File: config.mk
export PLATFORM = sky130hd
export DESIGN_NAME = simple_moving_average_unit_flat
export DESIGN_NICKNAME = d
export VERILOG_FILES = /design/src/hw/rtl/sma_pkg.sv /design/src/hw/rtl/sma_if.sv /design/src/hw/rtl/simple_moving_average_unit.sv /design/src/flat_wrapper.sv
export SDC_FILE = /design/constraint.sdc
export NUM_CORES = 2
export LEC_CHECK = 0
export BUFFER_PORTS_ARGS = -buffer_cell sky130_fd_sc_hd__buf_2
export CAP_MARGIN = 10
export CORE_MARGIN = 2
export CORE_UTILIZATION = 50
export DETAILED_ROUTE_END_ITERATION = 16
export HOLD_SLACK_MARGIN = 0.15
export PLACE_DENSITY = 0.65
export SETUP_SLACK_MARGIN = 0.5
export SKIP_CTS_REPAIR_TIMING = 1
export SYNTH_ARGS = -nofsm -noshare
export SYNTH_HDL_FRONTEND = slang
export SYNTH_SLANG_ARGS = --single-unit
File: constraint.sdc
create_clock -name clk -period 12.5 [get_ports clk]
set_clock_uncertainty 0.05 [all_clocks]
set_input_delay 0.625 -clock clk [delete_from_list [all_inputs] [get_ports clk]]
set_output_delay 0.625 -clock clk [all_outputs]
set_load 0.1 [all_outputs]
File: src/hw/rtl/sma_pkg.sv
// ----------------------------------------------------------------------------
// sma_pkg
// Shared constants for the simple moving average unit: default parameter
// values, fixed field widths and register map.
// ----------------------------------------------------------------------------
package sma_pkg;

  localparam int DEF_MAX_WINDOW  = 256;
  localparam int DEF_SAMPLE_BITS = 16;
  localparam int DEF_FRAC_BITS   = 8;

  localparam int AVG_W = 24;
  localparam int LEN_W = 9;

  localparam logic [LEN_W-1:0] LEN_RESET = 9'd4;

  localparam int APB_AW = 3;
  localparam int APB_DW = 32;

  // register index, taken from paddr above the byte offset
  localparam logic REG_WINDOW_LEN = 1'b0;

endpackage

File: src/hw/rtl/sma_if.sv
// ----------------------------------------------------------------------------
// sma_in_if / sma_out_if
// Valid/ready channels carrying sample words in and average words out.
// ----------------------------------------------------------------------------
interface sma_in_if #(
  parameter int SAMPLE_BITS = sma_pkg::DEF_SAMPLE_BITS
);
  logic                          valid;
  logic                          ready;
  logic signed [SAMPLE_BITS-1:0] sample;
  logic                          start_series;

  modport source (output valid, output sample, output start_series, input ready);
  modport sink   (input valid, input sample, input start_series, output ready);
endinterface

interface sma_out_if;
  import sma_pkg::*;
  logic                    valid;
  logic                    ready;
  logic signed [AVG_W-1:0] average;

  modport source (output valid, output average, input ready);
  modport sink   (input valid, input average, output ready);
endinterface

File: src/hw/rtl/simple_moving_average_unit.sv
// ----------------------------------------------------------------------------
// simple_moving_average_unit
// Moving average over the last window_len samples, exact running sum and a
// bit-serial restoring divider producing the Q15.8 mean.
// Path: an accepted word passes S_UPD, S_PREP, S_DIV and S_FIN into the output
//   register; a word that gives no result goes back to S_IDLE after S_UPD.
// DIV_W = SAMPLE_BITS + clog2(MAX_WINDOW+1) + FRAC_BITS. Words are taken only
//   in S_IDLE; the output register lets the next word in while waiting.
// Reset: sum, fill count, write slot cleared, window_len = 4. Delay line
//   contents are left as they are.
// ----------------------------------------------------------------------------
module simple_moving_average_unit #(
  parameter int MAX_WINDOW  = sma_pkg::DEF_MAX_WINDOW,
  parameter int SAMPLE_BITS = sma_pkg::DEF_SAMPLE_BITS,
  parameter int FRAC_BITS   = sma_pkg::DEF_FRAC_BITS
) (
  input  logic                       clk,
  input  logic                       rst_n,
  sma_in_if.sink                     in_if,
  sma_out_if.source                  out_if,
  input  logic                       psel,
  input  logic                       penable,
  input  logic                       pwrite,
  input  logic [sma_pkg::APB_AW-1:0] paddr,
  input  logic [sma_pkg::APB_DW-1:0] pwdata,
  output logic [sma_pkg::APB_DW-1:0] prdata,
  output logic                       pready
);
  import sma_pkg::*;

  localparam int SLOT_W = $clog2(MAX_WINDOW);
  localparam int SUM_W  = SAMPLE_BITS + $clog2(MAX_WINDOW + 1);
  localparam int DIV_W  = SUM_W + FRAC_BITS;
  localparam int CNT_W  = $clog2(DIV_W + 1);
  localparam int ADR_W  = ((SLOT_W > LEN_W) ? SLOT_W : LEN_W) + 1;
  localparam int RES_W  = ((DIV_W + 1) > AVG_W) ? (DIV_W + 1) : AVG_W;

  typedef enum logic [4:0] {
    S_IDLE = 5'b00001,
    S_UPD  = 5'b00010,
    S_PREP = 5'b00100,
    S_DIV  = 5'b01000,
    S_FIN  = 5'b10000
  } state_t;

  state_t                    state_r, state_nxt;
  logic [LEN_W-1:0]          window_len_r;
  logic signed [SUM_W-1:0]   sum_r;
  logic [LEN_W-1:0]          fill_r;
  logic [SLOT_W-1:0]         slot_r;
  logic signed [SAMPLE_BITS-1:0] sample_r;
  logic                      full_r;
  logic                      sign_r;
  logic [DIV_W-1:0]          quo_r;
  logic [LEN_W-1:0]          rem_r;
  logic [CNT_W-1:0]          cnt_r;
  logic signed [AVG_W-1:0]   avg_r;
  logic                      out_valid_r;

  logic signed [SAMPLE_BITS-1:0] mem [MAX_WINDOW];
  logic signed [SAMPLE_BITS-1:0] rd_data_r;

  logic                      cfg_wr;
  logic                      in_acc;
  logic [LEN_W-1:0]          len_eff;
  logic [LEN_W-1:0]          fill_eff;
  logic [ADR_W-1:0]          old_diff;
  logic [SLOT_W-1:0]         old_addr;
  logic                      mem_re;
  logic                      mem_we;
  logic                      emit;
  logic [LEN_W-1:0]          fill_inc;
  logic [SUM_W-1:0]          sum_mag;
  logic [LEN_W:0]            rem_t;
  logic                      rem_ge;
  logic [RES_W-1:0]          mag_ext;
  logic [RES_W-1:0]          res_val;
  logic                      out_load;

  // config port
  assign pready = 1'b1;
  assign cfg_wr = psel & penable & pwrite & (paddr[2] == REG_WINDOW_LEN);
  assign prdata = (paddr[2] == REG_WINDOW_LEN) ? APB_DW'(window_len_r) : '0;

  always_comb begin
    if (window_len_r == '0) begin
      len_eff = LEN_W'(1);
    end else if (32'(window_len_r) > MAX_WINDOW) begin
      len_eff = LEN_W'(MAX_WINDOW);
    end else begin
      len_eff = window_len_r;
    end
  end

  assign in_if.ready = (state_r == S_IDLE);
  assign in_acc      = in_if.valid & in_if.ready;
  assign fill_eff    = in_if.start_series ? '0 : fill_r;

  // slot len words back, modulo the delay line depth
  assign old_diff = ADR_W'(slot_r) - ADR_W'(len_eff);
  assign old_addr = old_diff[ADR_W-1] ? SLOT_W'(old_diff + ADR_W'(MAX_WINDOW))
                                      : SLOT_W'(old_diff);

  assign mem_re   = in_acc && (fill_eff >= len_eff);
  assign mem_we   = (state_r == S_UPD);
  assign fill_inc = fill_r + LEN_W'(1);
  assign emit     = full_r || (fill_inc == len_eff);

  assign sum_mag  = sum_r[SUM_W-1] ? SUM_W'(-sum_r) : SUM_W'(sum_r);

  assign rem_t    = {rem_r, quo_r[DIV_W-1]};
  assign rem_ge   = rem_t >= (LEN_W + 1)'(len_eff);

  assign mag_ext  = RES_W'(quo_r);
  assign res_val  = sign_r ? (~mag_ext + RES_W'(1)) : mag_ext;
  assign out_load = (state_r == S_FIN) && (!out_valid_r || out_if.ready);

  always_ff @(posedge clk) begin
    if (mem_we) begin
      mem[slot_r] <= sample_r;
    end
    if (mem_re) begin
      rd_data_r <= mem[old_addr];
    end
  end

  always_comb begin
    state_nxt = state_r;
    unique case (state_r)
      S_IDLE: begin
        if (in_acc) begin
          state_nxt = S_UPD;
        end
      end
      S_UPD: begin
        state_nxt = emit ? S_PREP : S_IDLE;
      end
      S_PREP: begin
        state_nxt = S_DIV;
      end
      S_DIV: begin
        if (cnt_r == CNT_W'(1)) begin
          state_nxt = S_FIN;
        end
      end
      S_FIN: begin
        if (out_load) begin
          state_nxt = S_IDLE;
        end
      end
      default: state_nxt = S_IDLE;
    endcase
  end

  always_ff @(posedge clk) begin
    if (!rst_n) begin
      state_r      <= S_IDLE;
      window_len_r <= LEN_RESET;
      sum_r        <= '0;
      fill_r       <= '0;
      slot_r       <= '0;
      full_r       <= 1'b0;
      cnt_r        <= '0;
      out_valid_r  <= 1'b0;
    end else begin
      state_r <= state_nxt;
      unique case (state_r)
        S_IDLE: begin
          if (in_acc) begin
            sample_r <= in_if.sample;
            full_r   <= (fill_eff >= len_eff);
            if (in_if.start_series) begin
              sum_r  <= '0;
              fill_r <= '0;
            end
          end
        end
        S_UPD: begin
          if (full_r) begin
            sum_r <= sum_r + SUM_W'(sample_r) - SUM_W'(rd_data_r);
          end else begin
            sum_r  <= sum_r + SUM_W'(sample_r);
            fill_r <= fill_inc;
          end
          slot_r <= (slot_r == SLOT_W'(MAX_WINDOW - 1)) ? '0 : slot_r + SLOT_W'(1);
        end
        S_PREP: begin
          sign_r <= sum_r[SUM_W-1];
          quo_r  <= DIV_W'(sum_mag) << FRAC_BITS;
          rem_r  <= '0;
          cnt_r  <= CNT_W'(DIV_W);
        end
        S_DIV: begin
          rem_r <= rem_ge ? LEN_W'(rem_t - (LEN_W + 1)'(len_eff)) : LEN_W'(rem_t);
          quo_r <= {quo_r[DIV_W-2:0], rem_ge};
          cnt_r <= cnt_r - CNT_W'(1);
        end
        S_FIN: begin
        end
        default: begin
        end
      endcase

      if (out_load) begin
        avg_r       <= res_val[AVG_W-1:0];
        out_valid_r <= 1'b1;
      end else if (out_if.ready) begin
        out_valid_r <= 1'b0;
      end

      if (cfg_wr) begin
        window_len_r <= pwdata[LEN_W-1:0];
        sum_r        <= '0;
        fill_r       <= '0;
      end
    end
  end

  assign out_if.valid   = out_valid_r;
  assign out_if.average = avg_r;

  a_fill_bound: assert property (@(posedge clk) disable iff (!rst_n)
    fill_r <= len_eff)
    else $error("fill count above window length");

  a_accept_upd: assert property (@(posedge clk) disable iff (!rst_n)
    in_acc |=> state_r == S_UPD)
    else $error("accepted word not taken into update");

  a_div_count: assert property (@(posedge clk) disable iff (!rst_n)
    state_r == S_DIV |-> cnt_r != '0)
    else $error("divider running with zero count");

  a_out_load: assert property (@(posedge clk) disable iff (!rst_n)
    out_load |=> out_valid_r && state_r == S_IDLE)
    else $error("result word not presented");

endmodule

File: src/flat_wrapper.sv
// flat-port wrapper written by rule: the top's interface ports become plain ports
module simple_moving_average_unit_flat import sma_pkg::*;
#(
  parameter int MAX_WINDOW  = sma_pkg::DEF_MAX_WINDOW,
  parameter int SAMPLE_BITS = sma_pkg::DEF_SAMPLE_BITS,
  parameter int FRAC_BITS   = sma_pkg::DEF_FRAC_BITS
)
  (clk, rst_n, psel, penable, pwrite, paddr, pwdata, prdata, pready, in_if_valid, in_if_sample, in_if_start_series, in_if_ready, out_if_valid, out_if_average, out_if_ready);
  sma_in_if #(.SAMPLE_BITS(SAMPLE_BITS)) in_if_i ();
  sma_out_if out_if_i ();
  input  logic clk;
  input  logic rst_n;
  input  logic psel;
  input  logic penable;
  input  logic pwrite;
  input  logic [sma_pkg::APB_AW-1:0] paddr;
  input  logic [sma_pkg::APB_DW-1:0] pwdata;
  output logic [sma_pkg::APB_DW-1:0] prdata;
  output logic pready;
  input wire logic [$bits(in_if_i.valid)-1:0] in_if_valid;
  input wire logic [$bits(in_if_i.sample)-1:0] in_if_sample;
  input wire logic [$bits(in_if_i.start_series)-1:0] in_if_start_series;
  output wire logic [$bits(in_if_i.ready)-1:0] in_if_ready;
  output wire logic [$bits(out_if_i.valid)-1:0] out_if_valid;
  output wire logic [$bits(out_if_i.average)-1:0] out_if_average;
  input wire logic [$bits(out_if_i.ready)-1:0] out_if_ready;
  assign in_if_i.valid = in_if_valid;
  assign in_if_i.sample = in_if_sample;
  assign in_if_i.start_series = in_if_start_series;
  assign in_if_ready = in_if_i.ready;
  assign out_if_valid = out_if_i.valid;
  assign out_if_average = out_if_i.average;
  assign out_if_i.ready = out_if_ready;
  simple_moving_average_unit #(.MAX_WINDOW(MAX_WINDOW), .SAMPLE_BITS(SAMPLE_BITS), .FRAC_BITS(FRAC_BITS)) u_core (.clk(clk), .rst_n(rst_n), .in_if(in_if_i), .out_if(out_if_i), .psel(psel), .penable(penable), .pwrite(pwrite), .paddr(paddr), .pwdata(pwdata), .prdata(prdata), .pready(pready));
endmodule
==> results.md <==
* Maximum number of pins on one net before global-route repair at 229
* Initial core utilization at 50.12%
* Wire length of the first global-routing pass at 590,700 um
* Number of design rule violations left after detail routing at 0
* Maxcap violations at 0
* Count of yosys warnings during synthesis at 0
* Power share of the sequential group at 51.6%
* Dominant cells by area after synthesis: edfxtp_1 75%, mux4_2 15%, nand2_1 0.97%
* Via count at 82,820
* Capturing instance or port of the critical path: u_core.rd_data_r[7]
* Min cycle time layout at 7.151 ns
* Number of sinks handled by clock tree synthesis at 4,259
* Area fraction of the dominant cell type after synthesis at 74.84%
* Total congestion overflow after global routing at 0
* Max Fanout on Critical Path at 41
* Filler cell count at 24,500
* Startpoint of the most critical register-to-register path: u_core.window_len_r[7]
* Global router's overall resource usage at 24.02%
* Number of antenna violations at the first check in global routing at 13
* DIE WIDTH at 584.2 um
* Area Overhead vs Synth at 12.55%
* Setup TNS after final layout at 0 ns
* Per-cell routed wire length at 31.13 um
* DRC violation total after the first TritonRoute iteration at 10,220
* Commonest cells post-synth: 4,195 x edfxtp_1, 1,152 x mux4_2, 435 x nand2_1
* Logic pwr share at 7.6%
* Launch point of the critical path: u_core.window_len_r[7]
* Post-synthesis instance area at 168,300 um^2
* Clock tree from TritonCTS: built
* Fin. Hold Viols at 0
* Total number of H-tree levels at 5
* Routability congestion estimate from global placement at 0.9233
* Wire length reported by the detailed router at 412,400 um
* Area of the placeable core at 335,800 um^2
* Depth of the most critical reg-to-reg path at 14
* Total chip power at 30.38 mW
* Power Density at 160.4 nW/um^2
* Cell count after synthesis at 8,057
* Via count of the first global-routing pass at 82,830
* Async SR Flop Fraction at 0%
* DR vias/cell at 6.251
* Unrepaired setup endpoints after global routing: no
* Endpoint type of the worst setup path: flip-flop
* Clock transition time at the flip-flop clock pins of the worst setup and hold paths at 0.06 ns
* Class of the worst hold path: in2reg
* Vertical die dimension at 584.2 um
* Leakage power at 59.81 nW
* Pins Over Slew Limit at 0
* Antenna viol nets, final at 0
* Port buffer count at 68
* Number of setup violations in the final report at 0
* Path type of the worst setup path: reg2reg
* Mean cell area of the mapped netlist at 20.89 um^2
* Share of the yosys chip area belonging to registers at 75.60%
* Relative contribution of the clock network to total power at 40.8%
* Proportion of layout cells with a drive suffix above 1 at 25.59%
* Clk Latency, worst-skew pair at 0.97 ns
* VDD IR max at 113.9 uV
* Required arrival time at the worst endpoint at 13.14 ns
* Fmax at 139.8 MHz
* Dominant cell by count in the synthesized netlist: edfxtp_1
* Dominant cell type by area after synthesis: edfxtp_1
* Net load switching power at 6.757 mW
* Number of cell rows at 213
* Most used DFF post-synth: edfxtp_1
* Net count of the finished layout at 8,636
* Final hold slack at 0.1958 ns
* Worst-case register-to-register setup slack at 5.35 ns
* Fraction of the cycle the final worst path needs at 57.21%
* Num CTS Buffers at 424
* First-pass DRT Iterations at 6
* Number of top-level pins at 118
* Worst setup SP type: flip-flop
* Clk buf depth at 4
* Reg-to-reg endpoint: u_core.rd_data_r[7]
* Detailed placement HPWL at 231,000 um
* Clock tree root buffer cell: clkbuf_16
* Cell Int Power at 23.62 mW
* Result of the run: completed
* Worst max-slew margin expressed relative to the limit at 13.61%
* Number of distinct library cells after synthesis at 75
* Number of synthesized register bits at 4,259
* Number of synthesized flops with an enable pin at 4,195
* Switching part of the total power at 22.24%
* Die area at 341,300 um^2
* Arrival time at the worst endpoint at 7.80 ns
* Slew at the pin closest to its max-slew limit at 1.296 ns
[cell usage in the layout (no fill, tap or decap), types with 64 or more instances in the layout]
cell	n
clkbuf_1	90
clkbuf_16	434
and2_1	137
a31oi_1	72
mux4_2	1152
a211oi_1	171
clkinv_1	107
edfxtp_1	4195
ha_1	81
nand2_1	419
nor2_1	332
o21ai_0	74
a21oi_1	142
buf_2	68
clkinv_2	74
mux2i_1	69
a311oi_1	68
buf_4	346
dfxtp_1	64
[worst min-delay path by stage]
stage	start	end	slack (ns)	depth (start not counted)
3_5_place_dp	u_core.cnt_r[4]	u_core.cnt_r[4]	0.41	1
2_1_floorplan	u_core.sum_r[24]	u_core.sign_r	0.36	0
3_3_place_gp	u_core.cnt_r[4]	u_core.cnt_r[4]	0.41	1
6_report	penable	u_core.window_len_r[5]	0.20	4
4_1_cts	in_if_sample[8]	u_core.sample_r[8]	-0.29	1
5_1_grt	penable	u_core.window_len_r[5]	0.23	4
[worst max-delay path, cell delays in order (launching register included)]
cell and delay, ns:
dfxtp_1 0.39, nor4_1 0.25, a21oi_1 0.12, nor2_1 0.55, ha_4 0.22, inv_1 0.07
fa_4 1.21, buf_4 0.64, buf_4 0.63, mux4_2 0.41, mux4_2 0.52, mux2i_1 0.73
mux2i_1 0.55, a21oi_1 0.31, a32oi_1 0.08
[per-stage QoR]
step	utilization, %	std cells	setup WS (ns)	cell area [um^2]
floorplan	-	8079	5.008	168400
global placement	52.28	12440	5.470	175600
detailed placement	52.28	12440	5.417	175600
CTS	56.30	13210	5.450	189100
global route	56.41	13240	5.243	189400
finish	56.41	13250	5.349	189400
[area by class of cell]
cell class | instances | area, um^2 | share of cell area (%)
Sequential cell | 4259 | 127300 | 67.18
Inverter | 55 | 206.4 | 0.1090
Tap cell | 4407 | 5514 | 2.911
Timing Repair Buffer | 473 | 3805 | 2.009
Clock inverter | 246 | 2291 | 1.209
Antenna cell | 7 | 17.52 | 0.009247
Clock buffer | 524 | 11200 | 5.911
Multi-Input combinational cell | 3278 | 39150 | 20.67
[flip-flops by register name (all words and copies together) (netlist names)]
| signal | cells |
|---|---|
| u_core.rem_r | 9 |
| u_core.state_r | 5 |
| u_core.quo_r | 33 |
| u_core.sign_r | 1 |
| u_core.full_r | 1 |
| u_core.out_if.average | 24 |
| u_core.sample_r | 16 |
| u_core.slot_r | 8 |
| u_core.fill_r | 9 |
| u_core.cnt_r | 6 |
| u_core.mem | 4096 |
| u_core.window_len_r | 9 |
| u_core.out_if.valid | 1 |
| u_core.sum_r | 25 |
| u_core.rd_data_r | 16 |
[cell families (layout without fill, tap and decap cells)]
family,Yosys count,count (layout),share of synthesized area (%)
muxes,1238,1238,15.94
adders and majority gates,86,86,0.6571
buffers and inverters,542,1298,1.334
AOI/OAI and AO/OA,723,723,2.979
other,2,31,0.004462
DFF,4259,4259,75.60
xor gates and xnor gates,114,114,0.6014
and+or+nand+nor,1093,1093,2.883
[metal layers]
layer / vias to the layer above / routed length (um) / GRT usage, % / share of wire, %
li1: 34350 / - / - / -
met1: 44190 / 164200 / 33.58 / 40
met2: 3640 / 200500 / 38.53 / 49
met3: 638 / 33820 / 4.382 / 8.2
met4: 4 / 13820 / 8.027 / 3.3
met5: - / 25 / 0 / 0.0061
[power by group through the flow]
| stage | Sequential (mW) | Clock (mW) | Combinational (mW) |
|---|---|---|---|
| 2_1_floorplan | 16.1 | 0 | 1.43 |
| 3_3_place_gp | 16.0 | 0 | 2.28 |
| 3_5_place_dp | 16.0 | 0 | 2.31 |
| 4_1_cts | 15.7 | 12.6 | 2.31 |
| 5_1_grt | 15.7 | 13.1 | 2.44 |
| 6_report | 15.7 | 12.4 | 2.31 |
Note: power is estimated with default switching activity, not from simulation.
